$ cat src/sv/msks_pkg.sv
// Shared types, register codes and reset values for the soft-knee limiter and level statistics.
package msks_pkg;

    // Accumulator width of the magnitude sum; the result shows its low 48 bits
    localparam int SUM_WIDTH     = 48;
    localparam int ABS_SUM_WIDTH = 48;

    // Register map decode width (four 32-bit registers)
    localparam int ADDR_WIDTH = 4;
    localparam int DATA_WIDTH = 32;

    // Register reset values
    localparam logic [3:0]  GAIN_SHIFT_RESET     = 4'd2;
    localparam logic [14:0] KNEE_THRESHOLD_RESET = 15'd24576;
    localparam logic [14:0] KNEE_HEADROOM_RESET  = 15'd8191;
    localparam logic [10:0] FRAME_LENGTH_RESET   = 11'd320;

    // Largest gain exponent; anything above saturates to a shift of zero
    localparam logic [3:0]  GAIN_SHIFT_MAX = 4'd8;

    // Statistics restart values
    localparam logic signed [15:0] LEVEL_MIN_INIT = 16'sh7FFF;
    localparam logic signed [15:0] LEVEL_MAX_INIT = 16'sh8000;
    localparam logic [15:0]        BITS_OR_INIT   = 16'h0000;
    localparam logic [15:0]        BITS_AND_INIT  = 16'hFFFF;

    // Register indexes (byte address / 4)
    typedef enum logic [1:0] {
        REG_GAIN_SHIFT     = 2'd0,
        REG_KNEE_THRESHOLD = 2'd1,
        REG_KNEE_HEADROOM  = 2'd2,
        REG_FRAME_LENGTH   = 2'd3
    } reg_index_t;

    // Current configuration
    typedef struct packed {
        logic [3:0]  gain_shift;
        logic [14:0] knee_threshold;
        logic [14:0] knee_headroom;
        logic [10:0] frame_length;
    } cfg_t;

    // Input item
    typedef struct packed {
        logic [31:0] slot_word;
        logic        clear_stats;
    } sample_t;

    // Limiter outcome for one sample
    typedef struct packed {
        logic [15:0] pcm;
        logic        clip;
    } cond_t;

    // Result item
    typedef struct packed {
        logic signed [15:0]         pcm_sample;
        logic                       clipped;
        logic                       frame_end;
        logic signed [15:0]         level_min;
        logic signed [15:0]         level_max;
        logic [15:0]                bits_or;
        logic [15:0]                bits_and;
        logic [31:0]                sample_count;
        logic [ABS_SUM_WIDTH-1:0]   abs_sum;
        logic [31:0]                clip_count;
    } result_t;

endpackage

$ cat src/sv/msks_cfg_regs.sv
// APB register file holding gain, knee and frame settings.
module msks_cfg_regs (
    input  logic                               clk,
    input  logic                               rst_n,
    input  logic                               psel,
    input  logic                               penable,
    input  logic                               pwrite,
    input  logic [msks_pkg::ADDR_WIDTH-1:0]    paddr,
    input  logic [msks_pkg::DATA_WIDTH-1:0]    pwdata,
    output logic [msks_pkg::DATA_WIDTH-1:0]    prdata,
    output logic                               pready,
    output msks_pkg::cfg_t                     cfg
);

    logic [3:0]  gain_shift_reg;
    logic [14:0] knee_threshold_reg;
    logic [14:0] knee_headroom_reg;
    logic [10:0] frame_length_reg;

    logic                 wr_en;
    msks_pkg::reg_index_t reg_sel;

    assign pready  = 1'b1;
    assign wr_en   = psel && penable && pwrite;
    assign reg_sel = msks_pkg::reg_index_t'(paddr[3:2]);

    // Write the addressed register on the access cycle
    always_ff @(posedge clk or negedge rst_n)
    begin
        if (!rst_n)
        begin
            gain_shift_reg     <= msks_pkg::GAIN_SHIFT_RESET;
            knee_threshold_reg <= msks_pkg::KNEE_THRESHOLD_RESET;
            knee_headroom_reg  <= msks_pkg::KNEE_HEADROOM_RESET;
            frame_length_reg   <= msks_pkg::FRAME_LENGTH_RESET;
        end
        else if (wr_en)
        begin
            case (reg_sel)
                msks_pkg::REG_GAIN_SHIFT:     gain_shift_reg     <= pwdata[3:0];
                msks_pkg::REG_KNEE_THRESHOLD: knee_threshold_reg <= pwdata[14:0];
                msks_pkg::REG_KNEE_HEADROOM:  knee_headroom_reg  <= pwdata[14:0];
                msks_pkg::REG_FRAME_LENGTH:   frame_length_reg   <= pwdata[10:0];
                default: ;
            endcase
        end
    end

    // Read back the addressed register
    always_comb
    begin
        case (reg_sel)
            msks_pkg::REG_GAIN_SHIFT:     prdata = {28'd0, gain_shift_reg};
            msks_pkg::REG_KNEE_THRESHOLD: prdata = {17'd0, knee_threshold_reg};
            msks_pkg::REG_KNEE_HEADROOM:  prdata = {17'd0, knee_headroom_reg};
            msks_pkg::REG_FRAME_LENGTH:   prdata = {21'd0, frame_length_reg};
            default:                      prdata = '0;
        endcase
    end

    assign cfg.gain_shift     = gain_shift_reg;
    assign cfg.knee_threshold = knee_threshold_reg;
    assign cfg.knee_headroom  = knee_headroom_reg;
    assign cfg.frame_length   = frame_length_reg;

endmodule

$ cat src/sv/msks_in_stage.sv
// Input register stage: captures one sample transfer and holds it until it moves on.
module msks_in_stage (
    input  logic              clk,
    input  logic              rst_n,
    input  logic              sample_valid,
    output logic              sample_stall,
    input  msks_pkg::sample_t sample,
    input  logic              take,
    output logic              stage_valid,
    output msks_pkg::sample_t stage_data
);

    logic              valid_reg;
    logic              valid_next;
    msks_pkg::sample_t data_reg;
    logic              load;

    // Accept when empty or when the held item moves on this cycle
    assign load         = !valid_reg || take;
    assign sample_stall = !load;

    always_comb
    begin
        valid_next = valid_reg;
        if (load)
        begin
            valid_next = sample_valid;
        end
    end

    always_ff @(posedge clk or negedge rst_n)
    begin
        if (!rst_n)
        begin
            valid_reg <= 1'b0;
        end
        else
        begin
            valid_reg <= valid_next;
        end
    end

    // Capture payload on every accepted transfer
    always_ff @(posedge clk)
    begin
        if (load && sample_valid)
        begin
            data_reg <= sample;
        end
    end

    assign stage_valid = valid_reg;
    assign stage_data  = data_reg;

endmodule

$ cat src/sv/msks_limiter.sv
// Gain shift and soft-knee compression of one slot word down to a 16-bit sample.
module msks_limiter (
    input  logic [31:0]     slot_word,
    input  msks_pkg::cfg_t  cfg,
    output msks_pkg::cond_t cond
);

    logic signed [23:0] s24;
    logic [3:0]         gain;
    logic [3:0]         shift;
    logic signed [23:0] amp;
    logic               neg;
    logic [23:0]        mag;
    logic               above;
    logic [23:0]        diff;
    logic [21:0]        over;
    logic               capped;
    logic [14:0]        over_lim;
    logic [15:0]        knee_mag;
    logic [15:0]        knee_val;

    // Extract the 24-bit sample and apply gain as a floor shift
    assign s24   = signed'(slot_word[31:8]);
    assign gain  = (cfg.gain_shift > msks_pkg::GAIN_SHIFT_MAX) ?
                   msks_pkg::GAIN_SHIFT_MAX : cfg.gain_shift;
    assign shift = msks_pkg::GAIN_SHIFT_MAX - gain;
    assign amp   = s24 >>> shift;

    // Magnitude; the most negative value maps to 2^23 as unsigned
    assign neg = amp[23];
    assign mag = neg ? (~unsigned'(amp) + 24'd1) : unsigned'(amp);

    // Compress overshoot 4:1 and cap it at the headroom
    assign above    = mag > {9'd0, cfg.knee_threshold};
    assign diff     = mag - {9'd0, cfg.knee_threshold};
    assign over     = diff[23:2];
    assign capped   = over > {7'd0, cfg.knee_headroom};
    assign over_lim = capped ? cfg.knee_headroom : over[14:0];
    assign knee_mag = {1'b0, cfg.knee_threshold} + {1'b0, over_lim};
    assign knee_val = neg ? (~knee_mag + 16'd1) : knee_mag;

    // Truncate to 16 bits
    assign cond.pcm  = above ? knee_val : amp[15:0];
    assign cond.clip = above && capped;

endmodule

$ cat src/sv/msks_stats.sv
// Running level statistics, frame position and the result register.
module msks_stats (
    input  logic              clk,
    input  logic              rst_n,
    input  msks_pkg::cfg_t    cfg,
    input  logic              stage_valid,
    input  logic              clear_stats,
    input  msks_pkg::cond_t   cond,
    output logic              take,
    output logic              result_valid,
    input  logic              result_stall,
    output msks_pkg::result_t result
);

    logic signed [15:0]              min_reg,  min_next,  min_base;
    logic signed [15:0]              max_reg,  max_next,  max_base;
    logic [15:0]                     or_reg,   or_next,   or_base;
    logic [15:0]                     and_reg,  and_next,  and_base;
    logic [31:0]                     count_reg, count_next, count_base;
    logic [msks_pkg::SUM_WIDTH-1:0]  sum_reg,  sum_next,  sum_base;
    logic [31:0]                     clips_reg, clips_next, clips_base;
    logic [9:0]                      pos_reg,  pos_next,  pos_base;
    logic                            valid_reg, valid_next;
    msks_pkg::result_t               result_reg, result_next;

    logic signed [15:0] s;
    logic [16:0]        sx;
    logic [16:0]        abs_val;
    logic [10:0]        pos1;
    logic               fend;
    logic [63:0]        sum_wide;

    // Move the held item into the result register when it is free or draining
    assign take = stage_valid && (!valid_reg || !result_stall);

    always_comb
    begin
        // Restart statistics ahead of this sample on clear
        if (clear_stats)
        begin
            min_base   = msks_pkg::LEVEL_MIN_INIT;
            max_base   = msks_pkg::LEVEL_MAX_INIT;
            or_base    = msks_pkg::BITS_OR_INIT;
            and_base   = msks_pkg::BITS_AND_INIT;
            count_base = '0;
            sum_base   = '0;
            clips_base = '0;
            pos_base   = '0;
        end
        else
        begin
            min_base   = min_reg;
            max_base   = max_reg;
            or_base    = or_reg;
            and_base   = and_reg;
            count_base = count_reg;
            sum_base   = sum_reg;
            clips_base = clips_reg;
            pos_base   = pos_reg;
        end

        s       = signed'(cond.pcm);
        sx      = {cond.pcm[15], cond.pcm};
        abs_val = cond.pcm[15] ? (~sx + 17'd1) : sx;

        min_next   = (s < min_base) ? s : min_base;
        max_next   = (s > max_base) ? s : max_base;
        or_next    = or_base | cond.pcm;
        and_next   = and_base & cond.pcm;
        count_next = count_base + 32'd1;
        sum_next   = sum_base + msks_pkg::SUM_WIDTH'(abs_val);
        clips_next = clips_base + {31'd0, cond.clip};

        // Advance frame position, wrap at the frame length (1 to 1024; other lengths never end a frame)
        pos1     = {1'b0, pos_base} + 11'd1;
        fend     = (pos1 == cfg.frame_length);
        pos_next = fend ? 10'd0 : pos1[9:0];

        sum_wide = 64'(sum_next);

        result_next.pcm_sample   = s;
        result_next.clipped      = cond.clip;
        result_next.frame_end    = fend;
        result_next.level_min    = min_next;
        result_next.level_max    = max_next;
        result_next.bits_or      = or_next;
        result_next.bits_and     = and_next;
        result_next.sample_count = count_next;
        result_next.abs_sum      = sum_wide[msks_pkg::ABS_SUM_WIDTH-1:0];
        result_next.clip_count   = clips_next;

        // Hold a stalled result, drop a delivered one
        valid_next = valid_reg;
        if (take)
        begin
            valid_next = 1'b1;
        end
        else if (!result_stall)
        begin
            valid_next = 1'b0;
        end
    end

    // Statistics state
    always_ff @(posedge clk or negedge rst_n)
    begin
        if (!rst_n)
        begin
            min_reg   <= msks_pkg::LEVEL_MIN_INIT;
            max_reg   <= msks_pkg::LEVEL_MAX_INIT;
            or_reg    <= msks_pkg::BITS_OR_INIT;
            and_reg   <= msks_pkg::BITS_AND_INIT;
            count_reg <= '0;
            sum_reg   <= '0;
            clips_reg <= '0;
            pos_reg   <= '0;
            valid_reg <= 1'b0;
        end
        else
        begin
            valid_reg <= valid_next;
            if (take)
            begin
                min_reg   <= min_next;
                max_reg   <= max_next;
                or_reg    <= or_next;
                and_reg   <= and_next;
                count_reg <= count_next;
                sum_reg   <= sum_next;
                clips_reg <= clips_next;
                pos_reg   <= pos_next;
            end
        end
    end

    // Result payload
    always_ff @(posedge clk)
    begin
        if (take)
        begin
            result_reg <= result_next;
        end
    end

    assign result_valid = valid_reg;
    assign result       = result_reg;

    // A frame end always restarts the frame position
    a_frame_end_restarts: assert property (@(posedge clk) disable iff (!rst_n)
        take && fend |=> pos_reg == 10'd0)
        else $error("frame position not restarted after frame end");

    // Every result has seen at least one sample, so min cannot exceed max
    a_min_le_max: assert property (@(posedge clk) disable iff (!rst_n)
        valid_reg |-> result_reg.level_min <= result_reg.level_max)
        else $error("level_min above level_max");

    // AND of patterns is a subset of their OR
    a_and_within_or: assert property (@(posedge clk) disable iff (!rst_n)
        valid_reg |-> (result_reg.bits_and & ~result_reg.bits_or) == 16'd0)
        else $error("bits_and has a bit outside bits_or");

    // A sample taken while the result is stalled must not overwrite it
    a_no_overwrite: assert property (@(posedge clk) disable iff (!rst_n)
        valid_reg && result_stall |-> !take)
        else $error("stalled result overwritten");

endmodule

$ cat src/sv/mic_sample_soft_knee_stats_core.sv
// Top level of the microphone soft-knee limiter with level statistics.
//
//   channel   direction  handshake                payload
//   sample    in         sample_valid/stall       msks_pkg::sample_t
//   result    out        result_valid/stall       msks_pkg::result_t
//   config    in         APB psel/penable/pready  32-bit registers at 4*index
//
// One sample per cycle sustained while the result is not stalled; a sample passes
// through the input register and then the result register in series.
// The statistics feedback lets a new sample update every cycle unless the result stalls.
// A stalled result holds while one further sample waits in the input register.
// Reset clears valids, statistics and restores the register defaults.
module mic_sample_soft_knee_stats_core (
    input  logic                               clk,
    input  logic                               rst_n,
    input  logic                               sample_valid,
    output logic                               sample_stall,
    input  msks_pkg::sample_t                  sample,
    output logic                               result_valid,
    input  logic                               result_stall,
    output msks_pkg::result_t                  result,
    input  logic                               psel,
    input  logic                               penable,
    input  logic                               pwrite,
    input  logic [msks_pkg::ADDR_WIDTH-1:0]    paddr,
    input  logic [msks_pkg::DATA_WIDTH-1:0]    pwdata,
    output logic [msks_pkg::DATA_WIDTH-1:0]    prdata,
    output logic                               pready
);

    msks_pkg::cfg_t    cfg;
    msks_pkg::sample_t stage_data;
    msks_pkg::cond_t   cond;
    logic              stage_valid;
    logic              take;

    msks_cfg_regs u_cfg_regs (
        .clk     (clk),
        .rst_n   (rst_n),
        .psel    (psel),
        .penable (penable),
        .pwrite  (pwrite),
        .paddr   (paddr),
        .pwdata  (pwdata),
        .prdata  (prdata),
        .pready  (pready),
        .cfg     (cfg)
    );

    msks_in_stage u_in_stage (
        .clk          (clk),
        .rst_n        (rst_n),
        .sample_valid (sample_valid),
        .sample_stall (sample_stall),
        .sample       (sample),
        .take         (take),
        .stage_valid  (stage_valid),
        .stage_data   (stage_data)
    );

    msks_limiter u_limiter (
        .slot_word (stage_data.slot_word),
        .cfg       (cfg),
        .cond      (cond)
    );

    msks_stats u_stats (
        .clk          (clk),
        .rst_n        (rst_n),
        .cfg          (cfg),
        .stage_valid  (stage_valid),
        .clear_stats  (stage_data.clear_stats),
        .cond         (cond),
        .take         (take),
        .result_valid (result_valid),
        .result_stall (result_stall),
        .result       (result)
    );

endmodule
$ cat config.mk
export PLATFORM = sky130hd
export DESIGN_NAME = mic_sample_soft_knee_stats_core
export DESIGN_NICKNAME = d
export VERILOG_FILES = /design/src/sv/msks_pkg.sv /design/src/sv/msks_cfg_regs.sv /design/src/sv/msks_in_stage.sv /design/src/sv/msks_limiter.sv /design/src/sv/msks_stats.sv /design/src/sv/mic_sample_soft_knee_stats_core.sv
export SDC_FILE = /design/constraint.sdc
export NUM_CORES = 1
export LEC_CHECK = 0
export BUFFER_PORTS_ARGS = -buffer_cell sky130_fd_sc_hd__buf_2
export CORE_MARGIN = 1
export CORE_UTILIZATION = 30
export CTS_CLUSTER_DIAMETER = 150
export DETAILED_ROUTE_END_ITERATION = 12
export GPL_TIMING_DRIVEN = 1
export PLACE_DENSITY = 0.43
export RECOVER_POWER = 25
export SETUP_SLACK_MARGIN = 0.3
export SLEW_MARGIN = 20
export SYNTH_ARGS = -nofsm -noshare
export SYNTH_HDL_FRONTEND = slang
export SYNTH_SLANG_ARGS = --single-unit
$ cat constraint.sdc
create_clock -name clk -period 38.7 [get_ports clk]
set_input_delay 1.935 -clock clk [delete_from_list [all_inputs] [get_ports clk]]
set_output_delay 1.935 -clock clk [all_outputs]
set_load 0.01 [all_outputs]
==> Word level (Yosys, flattened, before mapping) <==
Index checks and enable logic that the tools add are counted.
{ "word_totals": {"ff_bits": 460, "input_bits": 76, "out_inout_bits": 229, "wordCells": 88} }
{ "op_classes": {"addsub": 10, "magnitude_cmp": 5, "n_eq_ne": 5, "shift": 1, "mux": 20, "bitwise": 5, "reduce_logical": 16} }
{ "op_table": {"columns": ["op", "count"], "rows": [
  ["two-way mux 16 bit", 8],
  ["one-hot mux 32 bit (4 select lines)", 1],
  ["two-way mux 32 bit", 2],
  ["adder 48 x 17 -> 48 bit", 1],
  ["two-way mux 48 bit", 1],
  ["adder 32 x 1 -> 32 bit", 1],
  ["adder 32 x 1 -> 32 bit (second input constant)", 1],
  ["adder 24 x 1 -> 24 bit (second input constant)", 1],
  ["> comparator 24 x 15 -> 1 bit", 1],
  ["two-way mux 24 bit", 1],
  ["NOT 24 bit", 1],
  [">>> shifter 24 x 4 -> 24 bit", 1],
  ["subtractor 24 x 15 -> 24 bit", 1],
  ["> comparator 22 x 15 -> 1 bit", 1],
  ["two-way mux 10 bit", 2],
  ["adder 17 x 1 -> 17 bit (second input constant)", 1],
  ["two-way mux 17 bit", 1],
  ["NOT 17 bit", 1],
  ["adder 15 x 15 -> 16 bit", 1],
  ["adder 16 x 1 -> 16 bit (second input constant)", 1],
  ["AND 16 bit", 1],
  ["> comparator 16 bit", 1],
  ["< comparator 16 bit", 1],
  ["NOT 16 bit", 1],
  ["16 further kinds", 29]
]} }

==> Longest topological paths before layout <==
Gate-level depths: netlist of run 1.
{ "depth": {"word_depth": 19, "ltp_mapped": 70, "mapped_depth_nobuf": 63} }

==> Hierarchy <==
From an unflattened synthesis of run 1, not the netlist that was laid out.
{ "hier_totals": {"hier_cells": 2637, "area_unflattened_um2": 27221.1} }
{ "by_module_without_submodules": {"columns": ["module", "instances", "cells_per_inst", "area_each_um2", "seq_area_each_um2"], "rows": [
  ["msks_stats", 1, 1813, 19090.8, 10545.1],
  ["msks_limiter", 1, 639, 4845.9, 0.0],
  ["msks_cfg_regs", 1, 147, 2235.9, 1148.6],
  ["msks_in_stage", 1, 38, 1048.5, 1016.0]
]} }

==> Least setup slack after synthesis of run 1 <==
Ideal clock, no wire load.
{ "synth_timing": {"path_type": "register -> register", "start": "register u_cfg_regs.gain_shift_reg[3]", "end": "register u_stats.sum_reg[44] in the netlist's numbering", "setup_ns": 0.126, "arrival_ns": 13.245, "t_required_ns": 38.574, "slack_ns": 25.329, "path_stages_with_launch": 66, "path_buffers": 8, "period_less_slack_ns": 13.371, "path_cell_list": "dfrtp_1 -> nor2b_2 -> inv_2 -> buf_6 -> buf_6 -> ha_1 -> buf_2 -> buf_2 -> buf_2 -> buf_2 -> mux4_2 -> mux2i_1 -> inv_1 -> ha_1 -> nand2_1 -> o21ai_0 -> ha_1 -> nor2b_1 -> [30 not listed] -> o21a_1 -> inv_1 -> buf_2 -> nor2_1 -> a21oi_1 -> fa_1 -> nor2b_1 -> o21ai_0 -> a21boi_0 -> o21ai_0 -> a21boi_0 -> o21ai_0 -> a21boi_0 -> o21ai_0 -> a311o_1 -> a21oi_1 -> nand3_1 -> a311o_1"} }
{ "synth_lines": {"columns": ["item", "line", "text"], "rows": [
  ["start: declaration", "msks_cfg_regs.sv:15", "logic [3:0] gain_shift_reg;"],
  ["start signal: assignment", "msks_cfg_regs.sv:32", "gain_shift_reg <= msks_pkg::GAIN_SHIFT_RESET;"],
  ["start signal: assignment", "msks_cfg_regs.sv:40", "msks_pkg::REG_GAIN_SHIFT: gain_shift_reg <= pwdata[3:0];"],
  ["end signal: assignment", "msks_stats.sv:129", "sum_reg <= sum_next;"],
  ["end: declaration", "msks_stats.sv:20", "logic [msks_pkg::SUM_WIDTH-1:0] sum_reg, sum_next, sum_base;"]
]} }

==> Final worst setup path of run 1 <==
{ "layout_timing": {"start": "register u_cfg_regs.gain_shift_reg[0]", "end": "register u_stats.result_reg, in the netlist u_stats.result[66] (data pin)"} }
{ "layout_via": {"elab_chain_len": 19, "word_cells_on_any_way": 20} }
{ "layout_rtl": {"columns": ["item", "line", "text"], "rows": [
  ["> comparator 4 bit", "msks_limiter.sv:24", "assign gain = (cfg.gain_shift > msks_pkg::GAIN_SHIFT_MAX) ?"],
  ["two-way mux 4 bit *", "msks_limiter.sv:24", null],
  ["subtractor 4 bit *", "msks_limiter.sv:26", "assign shift = msks_pkg::GAIN_SHIFT_MAX - gain;"],
  [">>> shifter 24 x 4 -> 24 bit *", "msks_limiter.sv:27", "assign amp = s24 >>> shift;"],
  ["NOT 24 bit", "msks_limiter.sv:31", "assign mag = neg ? (~unsigned'(amp) + 24'd1) : unsigned'(amp);"],
  ["adder 24 x 1 -> 24 bit", "msks_limiter.sv:31", null],
  ["two-way mux 24 bit", "msks_limiter.sv:31", null],
  ["subtractor 24 x 15 -> 24 bit", "msks_limiter.sv:35", "assign diff = mag - {9'd0, cfg.knee_threshold};"],
  ["[4 not listed]", null, null],
  ["adder 16 x 1 -> 16 bit", "msks_limiter.sv:40", "assign knee_val = neg ? (~knee_mag + 16'd1) : knee_mag;"],
  ["two-way mux 16 bit", "msks_limiter.sv:40", null],
  ["two-way mux 16 bit *", "msks_limiter.sv:43", "assign cond.pcm = above ? knee_val : amp[15:0];"],
  ["NOT 17 bit", "msks_stats.sv:64", "abs_val = cond.pcm[15] ? (~sx + 17'd1) : sx;"],
  ["adder 17 x 1 -> 17 bit", "msks_stats.sv:64", null],
  ["two-way mux 17 bit *", "msks_stats.sv:64", null],
  ["adder 48 x 17 -> 48 bit *", "msks_stats.sv:71", "sum_next = sum_base + msks_pkg::SUM_WIDTH'(abs_val);"],
  ["via u_stats.sum_next (one bit)", "msks_stats.sv:20", null],
  ["end signal: assignment", "msks_stats.sv:141", "result_reg <= result_next;"],
  ["end: declaration", "msks_stats.sv:24", "msks_pkg::result_t result_reg, result_next;"]
]} }
The timed path passes the listed nets; every way through them passes the cells marked *.
A chain may end at the register's enable or synchronous reset.

==> metrics, run 1 <==
post-synth top area cell=edfxtp_1; post-CTS sizing=0; setup_tns=0 ns; synthesis-stage register bit count=452; Starting Density=0.303; max reg flops=194; critical path arrival=17.57 ns; Ports=305; Post-DP Area=28600 µm²; Data required, critical path=38.99 ns; initial DRC count=1357; H-tree lvl count=2; vias in the first global route=19700; Netlist cell types=101; Primary FF master, synth=edfxtp_1; CTS Hold Bufs=0; Fin. Hold Viols=0; die area=88700 µm²; mean post-synth cell area=10.1 µm²; most used cell, CP=o21ai_0; overall power=2950 µW; nets@finish=3002; Synth Instances=2599; ranking of synthesized cells by area=edfxtp_1 25%, dfrtp_1 17%, nand2_1 5.4%, dfstp_2 5.0%, ha_1 4.9%; share of the synthesized area in the top cell type=0.251; Cells after DPL=3920; GRT Resource Usage Total=0.172; pin count of the biggest net entering global routing=136; gpl congestion=0.849; CTS tree=built; first-pass GRT wire length=120 mm; share of cells above drive strength 1=0.181; Critical Path Sink Type=flop; worst vdd ir=0.0449 mV; final non-filler cell total=4023; Remaining DRCs=0; hold path startpoint=u_stats.max_reg[15]$_DFFE_PN1P_; Worst path max stage delay=0.75 ns; r2r startpoint=u_cfg_regs.gain_shift_reg[0]$_DFFE_PN0P_; Die X=298 µm; Root Buffer=clkbuf_16; Clock Latency Late Sink=0.63 ns; Layout area overhead=15.9%; CP top delay family=compound AO/OA/AOI/OAI gates; Worst Path Max Fanout=23; Async SR Flop Fraction=0.515; number of synthesis warnings=0; vias=20000; RSZ-0062 raised after global routing=false; area occupied by multi-input gates=12800 µm²; clock buffer depth=3; dpl hpwl=55.1 mm; port buffer count=259; Fillers=8885; Slew HR=-1.86; clk sinks=452; Comb power frac=0.555; Rows=108; core area=86800 µm²; design area=30400 µm²; Syn Std Cell Area=26300 µm²; part of the power in the clock network=0.181; Post-synth EDFFs=219; Sw Share=0.442; Post-CTS Setup Bufs=0; period utilization=0.447; number of buffers created by CTS=55; DRT Pass-1 Iters=5; most common cell after layout, fill and taps aside=nand2_1; die height=298 µm; clock input transition at the sequential cells of the worst setup and hold paths=0.06 ns; Worst Setup SP=u_cfg_regs.gain_shift_reg[0]$_DFFE_PN0P_; final WL=77.3 mm; post-synthesis sequential area ratio=0.475; Max Fclk=57.9 MHz; Leak=0.0125 µW; Power Density=97.0 nW/µm²; net switching power=1300 µW; CP Buf/Inv Count=6; Slew @ Worst Pin=4.29 ns; dpl ws=21.47 ns; sequential standard cell area=12500 µm²; antenna violations before repair=4; post-route setup slack=21.42 ns; Routed wire per std cell=19.2 µm; Slew Limit Fails=373; worst min path class=reg2reg; WS Path Type=reg2reg; CP Launch Type=flop; CP max stage cell=a2111oi_0; Tmin final=17.28 ns; Max Cap Viol=7; commonest cells after routing, fill and taps aside=378 x nand2_1, 246 x nor2_1, 244 x buf_2; DR vias/cell=4.98; status=finished, violations left; Detail Route Antenna Nets=0; Seq pwr share=0.264; clock skew=0.0297 ns; remaining global-route overflow=0; internal power=1650 µW; failing checks=capacitance limit, slew limit; Setup-failing EPs final=0
worst paths after layout:
path,to,slack [ns],cells after the start
max,u_stats.result[66]$_DFFE_PP_,21.42,62
min,u_stats.max_reg[15]$_DFFE_PN1P_,0.47,2
max reg2reg,u_stats.result[66]$_DFFE_PP_,21.42,62
min reg2reg,u_stats.max_reg[15]$_DFFE_PN1P_,0.47,2
max in group asynchronous,u_in_stage.stage_valid$_DFFE_PN0N_,31.04,2
min in group asynchronous,u_cfg_regs.frame_length_reg[9]$_DFFE_PN0P_,2.37,1
synthesized netlist by cell type (22+ instances only):
master and number:
o21a_1 32, and3_1 25, ha_1 102, nor2_1 247
edfxtp_1 219, mux2_2 35, nand3_1 68, xor2_1 69
dfrtp_1 183, xnor2_1 116, o21ai_0 144, mux2i_1 102
buf_4 23, a21oi_1 100, nand2_1 379, nand2b_1 22
clkbuf_1 78, nor3_1 31, nand4_1 23, dfstp_2 50
inv_1 93, o31ai_1 36, nor2b_1 64
stage by stage:
| stage | hold WS, ns | util |
|---|---|---|
| 3_3_place_gp | 0.449 | 0.330 |
| 6_report | 0.466 | 0.351 |
| 2_1_floorplan | 0.438 | - |
| 5_1_grt | 0.486 | 0.351 |
| 4_1_cts | 0.468 | 0.351 |
| 3_5_place_dp | 0.454 | 0.330 |
per-layer routing:
metal / wire, µm / GRT usage / part of all wire / up-vias
li1: - / - / - / 9643
met3: 3670 / 0.0264 / 0.047 / 86
met2: 35900 / 0.277 / 0.46 / 475
met5: 13 / 0 / 0.00017 / -
met1: 36300 / 0.241 / 0.47 / 9813
met4: 1470 / 0.0414 / 0.019 / 2
worst reg2reg max path: cells and delay by family (launching register included):
kind                       cells  cell delay, ns
muxes                          3            1.44
adders and majority gates      6            2.45
xor gates and xnor gates       4            1.16
buffers and inverters          6            1.59
AOI/OAI and AO/OA             28            7.12
DFF                            1            0.36
and+or+nand+nor               15            2.84
power by group through the flow:
stage          clock [µW]  sequential [µW]  combinational [µW]
6_report              533              780                1640
5_1_grt               570              795                1800
4_1_cts               552              782                1660
3_5_place_dp            0              790                1640
3_3_place_gp            0              789                1630
2_1_floorplan           0              797                1110
kinds of logic (layout without fill, tap and decap cells):
family | count (synthesis) | after routing | synth area share
flip-flops | 452 | 452 | 0.475
buffers and inverters | 241 | 492 | 0.0417
AND/OR/NAND/NOR | 957 | 957 | 0.169
AO/OA/AOI/OAI | 483 | 483 | 0.121
XOR/XNOR | 187 | 187 | 0.0638
multiplexers | 173 | 173 | 0.0789
other | 2 | 20 | 0.000286
adder cells (fa/ha/maj) | 104 | 104 | 0.0501
layout make-up:
type / count / area share
repair buffers: 291 / 0.0490
diodes: 1 / 0.0000822
flip-flops and latches: 452 / 0.410
clock inverters: 30 / 0.0121
well taps: 1155 / 0.0475
clock buffers: 72 / 0.0490
multi-input cells: 1923 / 0.420
inverters: 99 / 0.0125
Power figures use the tool's default switching activity.
==> run 2: changes to the inputs <==
PLACE_DENSITY = 0.44   (was 0.43)
clock period = 15.55 ns   (was 38.7 ns; I/O delays follow)
==> run 2 against run 1 <==
The run still ends with capacitance limit, slew limit left. Clock skew is 0.012 ns lower. Clock power grew to 2.5 times the previous value. Hold slack worse by 0.12 ns. Setup slack worse by 20 ns. Final cell count is 0.32% higher. Non-clock buffer count is 14 higher. Power grew to 2.5 times the previous value. Core utilization is 0.24 points higher. Cell area is 0.68% higher.
==> metrics, run 2 (synthesis results as in run 1) <==
first-pass GRT wire length=120 mm; GRT Resource Usage Total=0.172; Ports=305; number of buffers created by CTS=54; RR Endpoint=u_stats.result[70]$_DFFE_PP_; Setup-failing EPs final=0; DRT Pass-1 Iters=6; vias=20000; Die X=298 µm; Detail Route Antenna Nets=0; Sw Share=0.438; vias in the first global route=20100; Seq pwr share=0.263; failing checks=capacitance limit, slew limit; Post-DP Area=28700 µm²; net switching power=3250 µW; Layout area overhead=16.7%; R2R depth=60; Max Fclk=71.0 MHz; WS Path Type=reg2reg; core area=86800 µm²; CTS tree=built; most used cell, CP=o21ai_0; Antenna Diode Count=0; dpl hpwl=55.3 mm; Fin. Hold Viols=0; Power Density=242 nW/µm²; commonest cells after routing, fill and taps aside=379 x nand2_1, 254 x buf_2, 246 x nor2_1; hold path startpoint=sample[19]; Tmin final=14.09 ns; period utilization=0.906; CP max stage cell=dfstp_2; max reg flops=194; CP top delay family=compound AO/OA/AOI/OAI gates; clock buffer depth=3; Slew HR=-3.18; r2r startpoint=u_cfg_regs.gain_shift_reg[1]$_DFFE_PN1P_; Routed wire per std cell=19.2 µm; Clock Latency Late Sink=0.61 ns; most common cell after layout, fill and taps aside=nand2_1; Data required, critical path=15.88 ns; design area=30600 µm²; nets@finish=3015; port buffer count=259; DR vias/cell=4.97; Slew Limit Fails=331; antenna violations before repair=2; Fillers=8847; WHS Path Cells=1; H-tree lvl count=2; remaining global-route overflow=0; internal power=4160 µW; clock input transition at the sequential cells of the worst setup and hold paths=0.06 ns; Leak=0.0126 µW; CP Launch Type=flop; Max Cap Viol=4; Critical Path Sink Type=flop; Final Core Density=0.353; die area=88700 µm²; setup_tns=0 ns; Worst Hold End=u_in_stage.stage_data[19]$_DFFE_PP_; Starting Density=0.303; pin count of the biggest net entering global routing=138; final WL=77.5 mm; clk sinks=452; Remaining DRCs=0; Slew @ Worst Pin=6.27 ns; clock skew=0.0181 ns; worst vdd ir=0.137 mV; die height=298 µm; Worst Path Max Fanout=12; gpl congestion=0.873; CP Buf/Inv Count=4; worst min path class=in2reg; Worst path max stage delay=0.73 ns; reg2reg setup slack=1.46 ns; initial DRC count=1239; Rows=108; critical path arrival=14.43 ns; part of the power in the clock network=0.181; Comb power frac=0.556; share of cells above drive strength 1=0.194; status=finished, violations left; RSZ-0062 raised after global routing=false; Root Buffer=clkbuf_16; CTS Hold Bufs=0
-- run 2: timing repair --
action | in CTS | in global routing
buffers inserted | 0 | 0
endpoints found under the hold margin | 0 | 0
resized for setup | 0 | 9
setup endpoints to repair | 0 | 73
-- run 2: how the worst max path moves through the flow --
stage	cells past startpoint	end	slack, ns	start
3_3_place_gp	60	u_stats.result[70]$_DFFE_PP_	1.18	u_cfg_regs.gain_shift_reg[3]$_DFFE_PN0P_
3_5_place_dp	59	u_stats.sum_reg[38]$_DFFE_PN0P_	1.05	u_cfg_regs.gain_shift_reg[3]$_DFFE_PN0P_
4_1_cts	59	u_stats.sum_reg[38]$_DFFE_PN0P_	1.0	u_cfg_regs.gain_shift_reg[3]$_DFFE_PN0P_
6_report	60	u_stats.result[70]$_DFFE_PP_	1.46	u_cfg_regs.gain_shift_reg[1]$_DFFE_PN1P_
2_1_floorplan	65	u_stats.sum_reg[44]$_DFFE_PN0P_	2.18	u_cfg_regs.gain_shift_reg[3]$_DFFE_PN0P_
5_1_grt	60	u_stats.result[70]$_DFFE_PP_	0.29	u_cfg_regs.gain_shift_reg[1]$_DFFE_PN1P_
-- run 2: layer usage --
metal / share of wire / vias up / GRT usage / wire length [µm]
met5: 0.00022 / - / 0 / 17
met4: 0.024 / 2 / 0.0471 / 1840
met3: 0.048 / 102 / 0.0303 / 3720
met2: 0.47 / 477 / 0.280 / 36200
met1: 0.46 / 9812 / 0.234 / 35800
li1: - / 9654 / - / -
-- run 2: layout make-up --
class | instances | area, µm² | area share
Clock buffer | 76 | 1580 | 0.0515
Clock inverter | 26 | 320 | 0.0105
Inverter | 99 | 373 | 0.0122
Multi-Input combinational cell | 1923 | 12800 | 0.418
Sequential cell | 452 | 12500 | 0.407
Tap cell | 1155 | 1450 | 0.0472
Timing Repair Buffer | 305 | 1640 | 0.0537
-- run 2: through the flow --
step	cells	hold WS [ns]	total power, µW	setup slack, ns
after floorplan	2616	0.438	4750	2.18
after global placement	3933	0.449	6040	1.18
after detailed placement	3933	0.453	6070	1.05
after CTS	4035	0.256	7470	0.999
after global routing	4036	0.307	7980	0.287
final	4036	0.342	7410	1.46
-- run 2: power groups by stage --
stage	registers, µW	clock network [µW]	logic, µW
detailed placement	1970	0	4100
floorplan	1980	0	2760
finish	1950	1340	4120
global route	1990	1430	4560
global placement	1970	0	4070
CTS	1950	1390	4140
==> run 3: changes to the inputs <==
ABC_AREA = 1   (was default)
CAP_MARGIN = 20   (was default)
PLACE_DENSITY = default   (was 0.44)
PLACE_DENSITY_LB_ADDON = 0.15   (was default)
==> run 3 against run 2 <==
The flow still finishes with violations (capacitance limit, slew limit). Die area fell by 0.46%. Synthesized area shrank 0.46%. Final cell count rose by 13%. Setup slack gained 0.27 ns. Hold slack better by 0.0066 ns. Synthesized cell count up 21%. Critical endpoint is now u_stats.sum_reg[45]$_DFFE_PN0P_. Largest power group unchanged.
==> metrics, run 3 <==
Fillers=9062; commonest cells after routing, fill and taps aside=772 x nand2_1, 387 x inv_1, 263 x nand3_1; most frequent cells after synthesis=773 x nand2_1, 389 x inv_1, 264 x nand3_1; vias in the first global route=20400; max reg flops=194; Antenna Diode Count=0; CP Launch Type=flop; Worst Path Max Fanout=22; final WL=76.2 mm; pin count of the biggest net entering global routing=177; clock input transition at the sequential cells of the worst setup and hold paths=0.06 ns; Critical Path Sink Type=flop; first-pass GRT wire length=119 mm; antenna violations before repair=0; port buffer count=259; nets@finish=3553; initial DRC count=1199; gpl congestion=0.853; Seq pwr share=0.296; most common cell after layout, fill and taps aside=nand2_1; ranking of synthesized cells by area=edfxtp_1 25%, dfrtp_1 18%, nand2_1 11%, inv_1 5.6%, nand3_1 5.1%; Synth Instances=3132; core area=85700 µm²; Tmin final=13.82 ns; sequential standard cell area=12500 µm²; Netlist cell types=62; clk sinks=452; CTS Hold Bufs=0; Routed wire per std cell=16.7 µm; Layout area overhead=16.4%; Fin. Hold Viols=0; Setup-failing EPs final=0; number of synthesis warnings=0; Starting Density=0.305; Die X=297 µm; most used cell, CP=nand2_1; synthesis-stage register bit count=452; remaining global-route overflow=0; worst vdd ir=0.0951 mV; Async SR Flop Fraction=0.515; mean post-synth cell area=8.34 µm²; CP max stage cell=dfstp_2; Clock Latency Late Sink=0.62 ns; DRT Pass-1 Iters=5; GRT Resource Usage Total=0.171; clock buffer depth=3; vias=21000; internal power=3450 µW; H-tree lvl count=2; die height=297 µm; number of buffers created by CTS=54; Remaining DRCs=0; Slew @ Worst Pin=3.57 ns; Rows=107; CTS tree=built; Slew Limit Fails=236; net switching power=2690 µW; share of the synthesized area in the top cell type=0.252; status=finished, violations left; hold_ws=0.348 ns; share of cells above drive strength 1=0.149; clock skew=0.0331 ns; Post-synth EDFFs=219; failing checks=capacitance limit, slew limit; dpl hpwl=55.3 mm; post-synthesis sequential area ratio=0.477; Comb power frac=0.493; Primary FF master, synth=edfxtp_1; most common cell in the netlist=nand2_1; Worst path max stage delay=0.59 ns; post-synth top area cell=edfxtp_1; Power Density=202 nW/µm²; Leak=0.0136 µW; Slew HR=-1.38; part of the power in the clock network=0.211; WS Path Type=reg2reg; Max Cap Viol=4; critical path arrival=14.34 ns; die area=88300 µm²; Sw Share=0.438; area occupied by multi-input gates=11600 µm²; Ports=305; worst min path class=in2reg; Syn Std Cell Area=26100 µm²; DR vias/cell=4.60; period utilization=0.889; Data required, critical path=16.07 ns; Max Fclk=72.3 MHz; Detail Route Antenna Nets=0; Root Buffer=clkbuf_16; setup_tns=0 ns; RSZ-0062 raised after global routing=false
-- run 3: critical path: cells and delay by family, from the launching register on --
| kind | cells | cell delay [ns] |
|---|---|---|
| AO/OA/AOI/OAI | 23 | 4.10 |
| XOR/XNOR | 5 | 0.95 |
| adder cells (fa/ha/maj) | 6 | 2.09 |
| buffers and inverters | 10 | 1.08 |
| flip-flops | 1 | 0.59 |
| AND/OR/NAND/NOR | 42 | 4.88 |
-- run 3: path summary, 6_finish.rpt --
kind	startpoint	endpoint	slack [ns]	cells after the start
min in group asynchronous	rst_n	u_stats.clips_reg[31]$_DFFE_PN0P_	1.36	1
setup / recovery	u_cfg_regs.gain_shift_reg[1]$_DFFE_PN1P_	u_stats.sum_reg[45]$_DFFE_PN0P_	1.73	86
hold reg to reg	u_stats.min_reg[9]$_DFFE_PN1P_	u_stats.min_reg[9]$_DFFE_PN1P_	0.47	2
hold / removal	sample[32]	u_in_stage.stage_data[32]$_DFFE_PP_	0.35	1
setup reg to reg	u_cfg_regs.gain_shift_reg[1]$_DFFE_PN1P_	u_stats.sum_reg[45]$_DFFE_PN0P_	1.73	86
max in group asynchronous	rst_n	u_stats.or_reg[0]$_DFFE_PN0P_	9.24	3
-- run 3: cell type report --
cell class / instances / area share
Timing Repair Buffer: 297 / 0.0514
Multi-Input combinational cell: 2165 / 0.381
Tap cell: 1144 / 0.0470
Sequential cell: 452 / 0.410
Timing Repair inverter: 2 / 0.000329
Clock inverter: 20 / 0.00732
Inverter: 401 / 0.0500
Clock buffer: 82 / 0.0529
-- run 3: power groups by stage --
stage | clock network [µW] | registers [µW] | logic [µW]
final | 1300 | 1810 | 3030
after global routing | 1380 | 1840 | 3420
after CTS | 1350 | 1820 | 3040
after detailed placement | 0 | 1840 | 3020
after global placement | 0 | 1840 | 3020
after floorplan | 0 | 1870 | 2050
-- run 3: cell families (layout without fill, tap and decap cells) --
group / count (synthesis) / after routing / share of synthesized area
adders and majority gates: 104 / 104 / 0.0504
and+or+nand+nor: 1485 / 1485 / 0.250
xor gates and xnor gates: 173 / 173 / 0.0580
buffers and inverters: 532 / 802 / 0.0836
other: 2 / 19 / 0.000287
DFF: 452 / 452 / 0.477
AOI/OAI and AO/OA: 384 / 384 / 0.0804
-- run 3: layer usage --
metal | vias to the layer above | share of wire | GRT usage
li1 | 10700 | - | -
met1 | 9829 | 0.48 | 0.241
met2 | 428 | 0.46 | 0.278
met3 | 86 | 0.040 | 0.0211
met4 | 0 | 0.021 | 0.0420
met5 | - | 0 | 0
-- run 3: per-stage QoR --
step / std cells / util / setup WS [ns] / cell area (µm²) / total power (µW)
after floorplan: 3149 / - / 3.80 / 26200 / 3920
after global placement: 4454 / 0.333 / 0.956 / 28500 / 4850
after detailed placement: 4454 / 0.333 / 0.935 / 28500 / 4860
after CTS: 4556 / 0.354 / 0.856 / 30400 / 6200
after global routing: 4563 / 0.355 / 0.265 / 30400 / 6650
final: 4563 / 0.355 / 1.73 / 30400 / 6140
-- run 3: what timing repair did --
item	in CTS	in global routing
endpoints found under the setup margin	0	48
gates resized for setup	0	20
buffers inserted	0	5
